==> src/sv/beacon_frame_builder_crc16_defines.svh <==
// ----------------------------------------------------------------------------
// Beacon frame builder assertion macros
// Shared concurrent assertion forms, clocked on clk_i, disabled in reset.
// ----------------------------------------------------------------------------
`ifndef BEACON_FRAME_BUILDER_CRC16_DEFINES_SVH
`define BEACON_FRAME_BUILDER_CRC16_DEFINES_SVH

// same-cycle implication
`define BFB_ASSERT_IMP(label, ante, cons) \
  label: assert property (@(posedge clk_i) disable iff (!rst_ni) (ante) |-> (cons)) \
    else $error("bfb assertion failed");

// next-cycle implication
`define BFB_ASSERT_NXT(label, ante, cons) \
  label: assert property (@(posedge clk_i) disable iff (!rst_ni) (ante) |=> (cons)) \
    else $error("bfb assertion failed");

`endif

==> src/sv/bfb_pkg.sv <==
// ----------------------------------------------------------------------------
// Beacon frame builder package
// Frame constants, CRC-16 CCITT byte update, controller state and handshake
// structs shared by the controller and datapath.
// ----------------------------------------------------------------------------
package bfb_pkg;

  localparam int unsigned FrameLen = 16;
  localparam int unsigned IdxW     = 4;
  localparam int unsigned CrcSpan  = 14;

  localparam logic [31:0]     Magic    = 32'hCAFEBABE;
  localparam logic [15:0]     SeqReset = 16'hFFFF;
  localparam logic [IdxW-1:0] LastIdx  = IdxW'(FrameLen - 1);
  localparam logic [IdxW-1:0] CrcLoIdx = IdxW'(CrcSpan);

  // byte positions in the frame
  localparam logic [IdxW-1:0] IdxMagic0 = 4'd0;
  localparam logic [IdxW-1:0] IdxMagic1 = 4'd1;
  localparam logic [IdxW-1:0] IdxMagic2 = 4'd2;
  localparam logic [IdxW-1:0] IdxMagic3 = 4'd3;
  localparam logic [IdxW-1:0] IdxId7    = 4'd4;
  localparam logic [IdxW-1:0] IdxId6    = 4'd5;
  localparam logic [IdxW-1:0] IdxId5    = 4'd6;
  localparam logic [IdxW-1:0] IdxId4    = 4'd7;
  localparam logic [IdxW-1:0] IdxId3    = 4'd8;
  localparam logic [IdxW-1:0] IdxId2    = 4'd9;
  localparam logic [IdxW-1:0] IdxId1    = 4'd10;
  localparam logic [IdxW-1:0] IdxId0    = 4'd11;
  localparam logic [IdxW-1:0] IdxSeqLo  = 4'd12;
  localparam logic [IdxW-1:0] IdxSeqHi  = 4'd13;
  localparam logic [IdxW-1:0] IdxCrcLo  = 4'd14;
  localparam logic [IdxW-1:0] IdxCrcHi  = 4'd15;

  typedef enum logic [1:0] {
    ST_IDLE = 2'b01,
    ST_SEND = 2'b10
  } state_e;

  typedef struct packed {
    logic start;  // new frame: bump sequence, clear index and CRC
    logic load;   // move next frame byte into the output register
  } bfb_cmd_t;

  typedef struct packed {
    logic slot_free;  // output register can take a byte this cycle
    logic last_idx;   // next byte to load is the final one
  } bfb_sts_t;

  function automatic logic [15:0] crc_update(input logic [15:0] acc,
                                             input logic [7:0]  data);
    logic [15:0] c;
    c = {acc[7:0], acc[15:8]};
    c = c ^ {8'h00, data};
    c = c ^ {12'h000, c[7:4]};
    c = c ^ {c[3:0], 12'h000};
    c = c ^ {3'b000, c[7:0], 5'b00000};
    return c;
  endfunction

endpackage

==> src/sv/bfb_req_if.sv <==
// ----------------------------------------------------------------------------
// Beacon request channel
// Valid/ready channel carrying one send request per transaction.
// ----------------------------------------------------------------------------
interface bfb_req_if;
  logic valid;
  logic ready;
  logic send_request;

  modport source (output valid, output send_request, input ready);
  modport sink (input valid, input send_request, output ready);
endinterface

==> src/sv/bfb_byte_if.sv <==
// ----------------------------------------------------------------------------
// Beacon frame byte channel
// Valid/ready channel carrying one frame byte with its position per transaction.
// ----------------------------------------------------------------------------
interface bfb_byte_if;
  logic       valid;
  logic       ready;
  logic [7:0] frame_byte;
  logic [3:0] byte_index;
  logic       last_byte;

  modport source (output valid, output frame_byte, output byte_index,
                  output last_byte, input ready);
  modport sink (input valid, input frame_byte, input byte_index,
                input last_byte, output ready);
endinterface

==> src/sv/bfb_cfg_if.sv <==
// ----------------------------------------------------------------------------
// Beacon configuration write channel
// Valid/ready channel writing the 64-bit device identifier.
// ----------------------------------------------------------------------------
interface bfb_cfg_if;
  logic        valid;
  logic        ready;
  logic [63:0] device_id;

  modport source (output valid, output device_id, input ready);
  modport sink (input valid, input device_id, output ready);
endinterface

==> src/sv/bfb_ctrl.sv <==
// ----------------------------------------------------------------------------
// Beacon frame builder controller
// Idle/send sequencer issuing start and byte-load commands to the datapath.
// ----------------------------------------------------------------------------
module bfb_ctrl (
  input  logic              clk_i,
  input  logic              rst_ni,
  input  logic              req_valid_i,
  input  logic              send_request_i,
  output logic              req_ready_o,
  input  bfb_pkg::bfb_sts_t sts_i,
  output bfb_pkg::bfb_cmd_t cmd_o
);
  import bfb_pkg::*;

  state_e state_q, state_d;
  logic   load;
  logic   frame_done;
  logic   start;

  assign load       = (state_q == ST_SEND) && sts_i.slot_free;
  assign frame_done = load && sts_i.last_idx;
  // next request may enter on the cycle the last byte is loaded
  assign req_ready_o = (state_q == ST_IDLE) || frame_done;
  assign start       = req_valid_i && req_ready_o && send_request_i;

  assign cmd_o.start = start;
  assign cmd_o.load  = load;

  always_comb begin
    state_d = state_q;
    unique case (state_q)
      ST_IDLE: begin
        if (start) state_d = ST_SEND;
      end
      ST_SEND: begin
        if (frame_done) state_d = start ? ST_SEND : ST_IDLE;
      end
      default: state_d = ST_IDLE;
    endcase
  end

  always_ff @(posedge clk_i or negedge rst_ni) begin
    if (!rst_ni) begin
      state_q <= ST_IDLE;
    end else begin
      state_q <= state_d;
    end
  end

endmodule

==> src/sv/bfb_datapath.sv <==
// ----------------------------------------------------------------------------
// Beacon frame builder datapath
// Device id, sequence counter, byte counter, running CRC and output register.
// ----------------------------------------------------------------------------
module bfb_datapath (
  input  logic              clk_i,
  input  logic              rst_ni,
  input  bfb_pkg::bfb_cmd_t cmd_i,
  output bfb_pkg::bfb_sts_t sts_o,
  input  logic              cfg_we_i,
  input  logic [63:0]       cfg_device_id_i,
  input  logic              out_ready_i,
  output logic              out_valid_o,
  output logic [7:0]        frame_byte_o,
  output logic [3:0]        byte_index_o,
  output logic              last_byte_o
);
  import bfb_pkg::*;

  logic [63:0]     device_id_q;
  logic [15:0]     seq_q;
  logic [15:0]     crc_q;
  logic [IdxW-1:0] idx_q;
  logic            out_valid_q;
  logic [7:0]      byte_q;
  logic [IdxW-1:0] byte_idx_q;
  logic            last_q;
  logic [7:0]      next_byte;

  assign sts_o.slot_free = !out_valid_q || out_ready_i;
  assign sts_o.last_idx  = (idx_q == LastIdx);

  always_comb begin
    unique case (idx_q)
      IdxMagic0: next_byte = Magic[7:0];
      IdxMagic1: next_byte = Magic[15:8];
      IdxMagic2: next_byte = Magic[23:16];
      IdxMagic3: next_byte = Magic[31:24];
      IdxId7:    next_byte = device_id_q[63:56];
      IdxId6:    next_byte = device_id_q[55:48];
      IdxId5:    next_byte = device_id_q[47:40];
      IdxId4:    next_byte = device_id_q[39:32];
      IdxId3:    next_byte = device_id_q[31:24];
      IdxId2:    next_byte = device_id_q[23:16];
      IdxId1:    next_byte = device_id_q[15:8];
      IdxId0:    next_byte = device_id_q[7:0];
      IdxSeqLo:  next_byte = seq_q[7:0];
      IdxSeqHi:  next_byte = seq_q[15:8];
      IdxCrcLo:  next_byte = crc_q[7:0];
      IdxCrcHi:  next_byte = crc_q[15:8];
      default:   next_byte = 8'h00;
    endcase
  end

  always_ff @(posedge clk_i or negedge rst_ni) begin
    if (!rst_ni) begin
      device_id_q <= 64'h0;
      seq_q       <= SeqReset;
      crc_q       <= 16'h0000;
      idx_q       <= '0;
      out_valid_q <= 1'b0;
    end else begin
      if (cfg_we_i) device_id_q <= cfg_device_id_i;
      if (cmd_i.load) begin
        out_valid_q <= 1'b1;
        idx_q       <= idx_q + 1'b1;
        // CRC covers everything ahead of the CRC bytes
        if (idx_q < CrcLoIdx) crc_q <= crc_update(crc_q, next_byte);
      end else if (out_ready_i) begin
        out_valid_q <= 1'b0;
      end
      // start may coincide with loading the final byte; it wins on idx/crc
      if (cmd_i.start) begin
        seq_q <= seq_q + 16'd1;
        crc_q <= 16'h0000;
        idx_q <= '0;
      end
    end
  end

  always_ff @(posedge clk_i) begin
    if (cmd_i.load) begin
      byte_q     <= next_byte;
      byte_idx_q <= idx_q;
      last_q     <= (idx_q == LastIdx);
    end
  end

  assign out_valid_o  = out_valid_q;
  assign frame_byte_o = byte_q;
  assign byte_index_o = byte_idx_q;
  assign last_byte_o  = last_q;

endmodule

==> src/sv/beacon_frame_builder_crc16.sv <==
// Start: a taken send request moves the sequencer to its send state, which then
// loads byte 0 to the output register. Rate: one byte per cycle unless stalled;
// the next request is taken in the cycle the last byte enters the output register.
// Output stalls hold the sequencer; a request with send_request low is dropped.
// Reset: async active low; sequence counter to 0xFFFF, device id and CRC to 0.
`include "beacon_frame_builder_crc16_defines.svh"
// ----------------------------------------------------------------------------
// Beacon frame builder with CRC-16 trailer
// Top level: joins the controller and datapath to the request, byte and
// configuration channels.
// ----------------------------------------------------------------------------
module beacon_frame_builder_crc16 (
  input logic        clk_i,
  input logic        rst_ni,
  bfb_req_if.sink    req_i,
  bfb_byte_if.source frame_o,
  bfb_cfg_if.sink    cfg_i
);
  import bfb_pkg::*;

  bfb_cmd_t cmd;
  bfb_sts_t sts;
  logic     cfg_we;

  assign cfg_i.ready = 1'b1;
  assign cfg_we      = cfg_i.valid && cfg_i.ready;

  bfb_ctrl u_ctrl (
    .clk_i          (clk_i),
    .rst_ni         (rst_ni),
    .req_valid_i    (req_i.valid),
    .send_request_i (req_i.send_request),
    .req_ready_o    (req_i.ready),
    .sts_i          (sts),
    .cmd_o          (cmd)
  );

  bfb_datapath u_datapath (
    .clk_i           (clk_i),
    .rst_ni          (rst_ni),
    .cmd_i           (cmd),
    .sts_o           (sts),
    .cfg_we_i        (cfg_we),
    .cfg_device_id_i (cfg_i.device_id),
    .out_ready_i     (frame_o.ready),
    .out_valid_o     (frame_o.valid),
    .frame_byte_o    (frame_o.frame_byte),
    .byte_index_o    (frame_o.byte_index),
    .last_byte_o     (frame_o.last_byte)
  );

  `BFB_ASSERT_IMP(a_last_on_final, frame_o.valid && frame_o.last_byte, frame_o.byte_index == LastIdx)
  `BFB_ASSERT_NXT(a_load_shows, cmd.load, frame_o.valid)
  `BFB_ASSERT_IMP(a_ready_at_end, cmd.load && sts.last_idx, req_i.ready)

endmodule

==> src/flat_wrapper.sv <==
// flat-port wrapper written by rule: the top's interface ports become plain ports
module beacon_frame_builder_crc16_flat import bfb_pkg::*;
  (clk_i, rst_ni, req_i_valid, req_i_send_request, req_i_ready, frame_o_valid, frame_o_frame_byte, frame_o_byte_index, frame_o_last_byte, frame_o_ready, cfg_i_valid, cfg_i_device_id, cfg_i_ready);
  bfb_req_if req_i_i ();
  bfb_byte_if frame_o_i ();
  bfb_cfg_if cfg_i_i ();
  input logic clk_i;
  input logic rst_ni;
  input wire logic [$bits(req_i_i.valid)-1:0] req_i_valid;
  input wire logic [$bits(req_i_i.send_request)-1:0] req_i_send_request;
  output wire logic [$bits(req_i_i.ready)-1:0] req_i_ready;
  output wire logic [$bits(frame_o_i.valid)-1:0] frame_o_valid;
  output wire logic [$bits(frame_o_i.frame_byte)-1:0] frame_o_frame_byte;
  output wire logic [$bits(frame_o_i.byte_index)-1:0] frame_o_byte_index;
  output wire logic [$bits(frame_o_i.last_byte)-1:0] frame_o_last_byte;
  input wire logic [$bits(frame_o_i.ready)-1:0] frame_o_ready;
  input wire logic [$bits(cfg_i_i.valid)-1:0] cfg_i_valid;
  input wire logic [$bits(cfg_i_i.device_id)-1:0] cfg_i_device_id;
  output wire logic [$bits(cfg_i_i.ready)-1:0] cfg_i_ready;
  assign req_i_i.valid = req_i_valid;
  assign req_i_i.send_request = req_i_send_request;
  assign req_i_ready = req_i_i.ready;
  assign frame_o_valid = frame_o_i.valid;
  assign frame_o_frame_byte = frame_o_i.frame_byte;
  assign frame_o_byte_index = frame_o_i.byte_index;
  assign frame_o_last_byte = frame_o_i.last_byte;
  assign frame_o_i.ready = frame_o_ready;
  assign cfg_i_i.valid = cfg_i_valid;
  assign cfg_i_i.device_id = cfg_i_device_id;
  assign cfg_i_ready = cfg_i_i.ready;
  beacon_frame_builder_crc16 u_core (.clk_i(clk_i), .rst_ni(rst_ni), .req_i(req_i_i), .frame_o(frame_o_i), .cfg_i(cfg_i_i));
endmodule
==> config.mk <==
export PLATFORM = sky130hd
export DESIGN_NAME = beacon_frame_builder_crc16_flat
export DESIGN_NICKNAME = d
export VERILOG_FILES = /design/src/sv/bfb_pkg.sv /design/src/sv/bfb_req_if.sv /design/src/sv/bfb_byte_if.sv /design/src/sv/bfb_cfg_if.sv /design/src/sv/bfb_ctrl.sv /design/src/sv/bfb_datapath.sv /design/src/sv/beacon_frame_builder_crc16.sv /design/src/flat_wrapper.sv
export VERILOG_INCLUDE_DIRS = /design/src /design/src/sv
export SDC_FILE = /design/constraint.sdc
export NUM_CORES = 1
export LEC_CHECK = 0
export BUFFER_PORTS_ARGS = -buffer_cell sky130_fd_sc_hd__buf_2
export CORE_MARGIN = 2
export CORE_UTILIZATION = 52
export CTS_CLUSTER_SIZE = 10
export DETAILED_ROUTE_END_ITERATION = 10
export PLACE_DENSITY = 0.82
export SYNTH_ARGS = -nofsm -noshare
export SYNTH_HDL_FRONTEND = slang
export SYNTH_SLANG_ARGS = --single-unit
==> constraint.sdc <==
create_clock -name clk_i -period 2.9 [get_ports clk_i]
set_input_delay 0.29 -clock clk_i [delete_from_list [all_inputs] [get_ports clk_i]]
set_output_delay 0.29 -clock clk_i [all_outputs]
set_load 0.05 [all_outputs]
==> run summary <==
status - finished, violations left
failing checks - negative setup slack
global placement routability congestion - 0.913
initial DRC count - 354
die width - 109 um
combinational power share - 30.8%
Die Y - 109 um
final std cells w/o fill - 781
critical path launch point - u_core.u_datapath.idx_q[1]
fill count - 738
power density over the cells - 785 nW/um^2
wire per inst - 20.1 um
met2 usage - 46.3%
Seq pwr share - 36.1%
CP Data Required Time - 3.29 ns
CP Capture Type - register
Slew @ Worst Pin - 0.736 ns
Antenna Cells - 0
Pwr Total - 6050 uW
syn avg cell area - 12.5 sq um
Yosys warning count - 0
Hold WC Path Type - input port to register
WS Path Type - register to register
min-delay src - cfg_i_device_id[63]
Max Cap Viol - 0
busiest grt layer - met2
Max clock buf depth - 2
vias per cell - 5.79
Area growth, synth to finish - 35.4%
placed insts - 675
crit start category - register
Clock Pin Slew Worst Setup and Hold Paths - 0.06 ns
worst clock skew - 0.00705 ns
met1 Resource Use GR - 35.9%
initial antenna violation count - 0
crit path DAT - 3.31 ns
Crit Path Max Fanout - 8
Final Setup Violations - 1
asr flop ratio synth - 88.8%
met3 GRT Util - 6.58%
ANT nets after route - 0
I/O pins - 86
Util after Layout - 71.7%
routed wire length - 15700 um
setup ws final - -0.0172 ns
Initial Util - 53.0%
maximum clock rate - 343 MHz
nets - 706
total CTS buffers - 17
VDD IR max - 0.000475 V
row count - 38
Fin. Hold Viols - 0
largest net degree at the start of global routing - 57
Lkg Pwr - 0.00328 uW
r2r startpoint - u_core.u_datapath.idx_q[1]
first-pass GRT wire length - 24600 um
I/O Buffers - 84
vias in the first global route - 4690
commonest non-fill, non-tap cell in the layout - dfrtp_1
mapped cell area - 5690 sq um
Vias - 4524
synth unique cells - 58
Synth Register Bits - 116
fin crit period - 2.92 ns
Syn Inst Count - 456
CTS tree - built
total gr overflow - 0
unrepaired setup endpoints after global routing - true
full die area - 11800 sq um
Synth Flop Type - dfrtp_1
sw power - 1960 uW
final slew viol count - 0
total track usage - 28.1%
commonest cells after routing, fill and taps aside - 84 x dfrtp_1, 83 x buf_2, 71 x mux2_2, 59 x dlygate4sd3_1, 40 x nand2_1
Pint - 4090 uW
fraction of layout cells with a size suffix above 1 - 41.8%
H-tree depth - 4
total negative setup slack - -0.0172 ns
clock latency on the worst-skew pair - 0.53 ns
clock share of power - 33.0%
Post-synth EDFFs - 13
DR pass1 iterations - 6
Slew HR - 50.9%
Synth Net Count - 533
sequential fraction of the synthesis area - 52.5%
switching share of power - 32.4%
period utilization - 101%
clk root buf - clkbuf_8
# DRC - 0
core area - 10700 sq um
Post-DP HPWL - 9940 um
clk sinks - 116
stage by stage:
| step | instance area, sq um | setup WS (ns) | hold WS, ns |
|---|---|---|---|
| 2_1_floorplan | 5690 | 0.162 | -0.00559 |
| 3_3_place_gp | 6330 | 0.0678 | 0.379 |
| 3_5_place_dp | 6330 | -0.0419 | 0.397 |
| 4_1_cts | 7530 | 0.0116 | 0.000125 |
| 5_1_grt | 7700 | -0.0794 | 0.0106 |
| 6_report | 7700 | -0.0172 | 0.0217 |
sequential cells by signal, summed over array words and instances, names as in the netlist:
signal                          cells
u_core.u_datapath.seq_q            16
u_core.u_datapath.frame_byte_o      8
u_core.u_datapath.out_valid_o       1
u_core.u_datapath.byte_index_o      4
u_core.u_datapath.idx_q             4
u_core.u_ctrl.state_q               2
u_core.u_datapath.crc_q            16
u_core.u_datapath.last_byte_o       1
u_core.u_datapath.device_id_q      64
synth_stat cells (3+ instances only):
| cell | n | area share, % |
|---|---|---|
| a21oi_1 | 11 | 0.97 |
| a221oi_1 | 3 | 0.46 |
| a222oi_1 | 9 | 1.6 |
| a22o_1 | 4 | 0.62 |
| a22oi_1 | 14 | 1.8 |
| a31oi_1 | 3 | 0.33 |
| and3_1 | 7 | 0.77 |
| buf_2 | 6 | 0.53 |
| buf_4 | 6 | 0.79 |
| buf_6 | 5 | 0.99 |
| clkbuf_1 | 10 | 0.66 |
| dfrtp_1 | 86 | 38 |
| dfstp_2 | 17 | 7.8 |
| edfxtp_1 | 13 | 6.9 |
| ha_1 | 7 | 1.5 |
| inv_1 | 10 | 0.66 |
| mux2_2 | 71 | 14 |
| mux2i_1 | 7 | 1.2 |
| nand2_1 | 40 | 2.6 |
| nand2b_1 | 3 | 0.33 |
| nand3_1 | 4 | 0.35 |
| nand3b_1 | 3 | 0.40 |
| nand4_1 | 6 | 0.66 |
| nor2_1 | 11 | 0.73 |
| nor3_1 | 3 | 0.26 |
| o21ai_0 | 10 | 0.88 |
| o21ai_1 | 10 | 0.88 |
| o22ai_1 | 8 | 0.88 |
| xnor2_1 | 20 | 3.1 |
| xnor3_1 | 3 | 1.2 |
| xor2_1 | 11 | 1.7 |
power by group through the flow:
stage	clock (uW)	sequential, uW	combinational (uW)
after floorplan	0	2160	1090
after global placement	0	2170	1520
after detailed placement	0	2180	1580
after CTS	2020	2160	1690
after global routing	2100	2210	2000
final	2000	2190	1870
repair_timing:
action	in CTS	in global routing
pin swaps	2	6
gates resized for setup	4	16
hold endpoints to repair	113	0
setup endpoints to repair	3	10
cloned	0	0
hold buffers	59	0
buffers inserted	4	12
critical path: stages, from the launching register on:
cell and delay, ns:
dfrtp_2 0.46, buf_6 0.14, ha_4 0.18, buf_6 0.14, a222oi_1 0.38, o21ai_1 0.11, a2111o_1 0.47, xor2_2 0.19
xnor3_2 0.44, xnor2_2 0.18, o21ai_1 0.08
final cells by class:
cell class	count	area (sq um)	share of cell area, %
inverter	12	45.0	0.585
multi-input combinational	301	2560	33.3
tap	140	175	2.27
timing repair buffer	181	1360	17.7
sequential	116	2990	38.8
clock buffer	18	428	5.56
clock inverter	13	135	1.75
cell families after synthesis:
| kind of cell | after synthesis | synth area share (%) |
|---|---|---|
| DFF | 116 | 52.5 |
| xor gates and xnor gates | 39 | 7.85 |
| and+or+nand+nor | 83 | 7.04 |
| AOI/OAI and AO/OA | 93 | 11.9 |
| adders and majority gates | 7 | 1.54 |
| muxes | 78 | 15.3 |
| buffers and inverters | 39 | 3.76 |
| other | 1 | 0.0659 |
routing by layer:
| metal | vias to the layer above | part of all wire [%] |
|---|---|---|
| met1 | 2264 | 41 |
| met4 | 0 | 2.4 |
| met3 | 33 | 6.1 |
| li1 | 2018 | - |
| met2 | 209 | 50 |
| met5 | - | 0 |
path summary, 6_finish.rpt:
| kind | slack [ns] | endpoint | cells after the start |
|---|---|---|---|
| hold reg to reg | 0.50 | u_core.u_datapath.seq_q[5] | 1 |
| hold / removal | 0.02 | u_core.u_datapath.device_id_q[63] | 2 |
| setup / recovery | -0.02 | u_core.u_datapath.crc_q[14] | 10 |
| setup reg to reg | -0.02 | u_core.u_datapath.crc_q[14] | 10 |
| min in group asynchronous | 0.37 | u_core.u_datapath.idx_q[1] | 2 |
| max in group asynchronous | 1.76 | u_core.u_datapath.seq_q[10] | 3 |
Note: power is estimated with default switching activity, not from simulation.
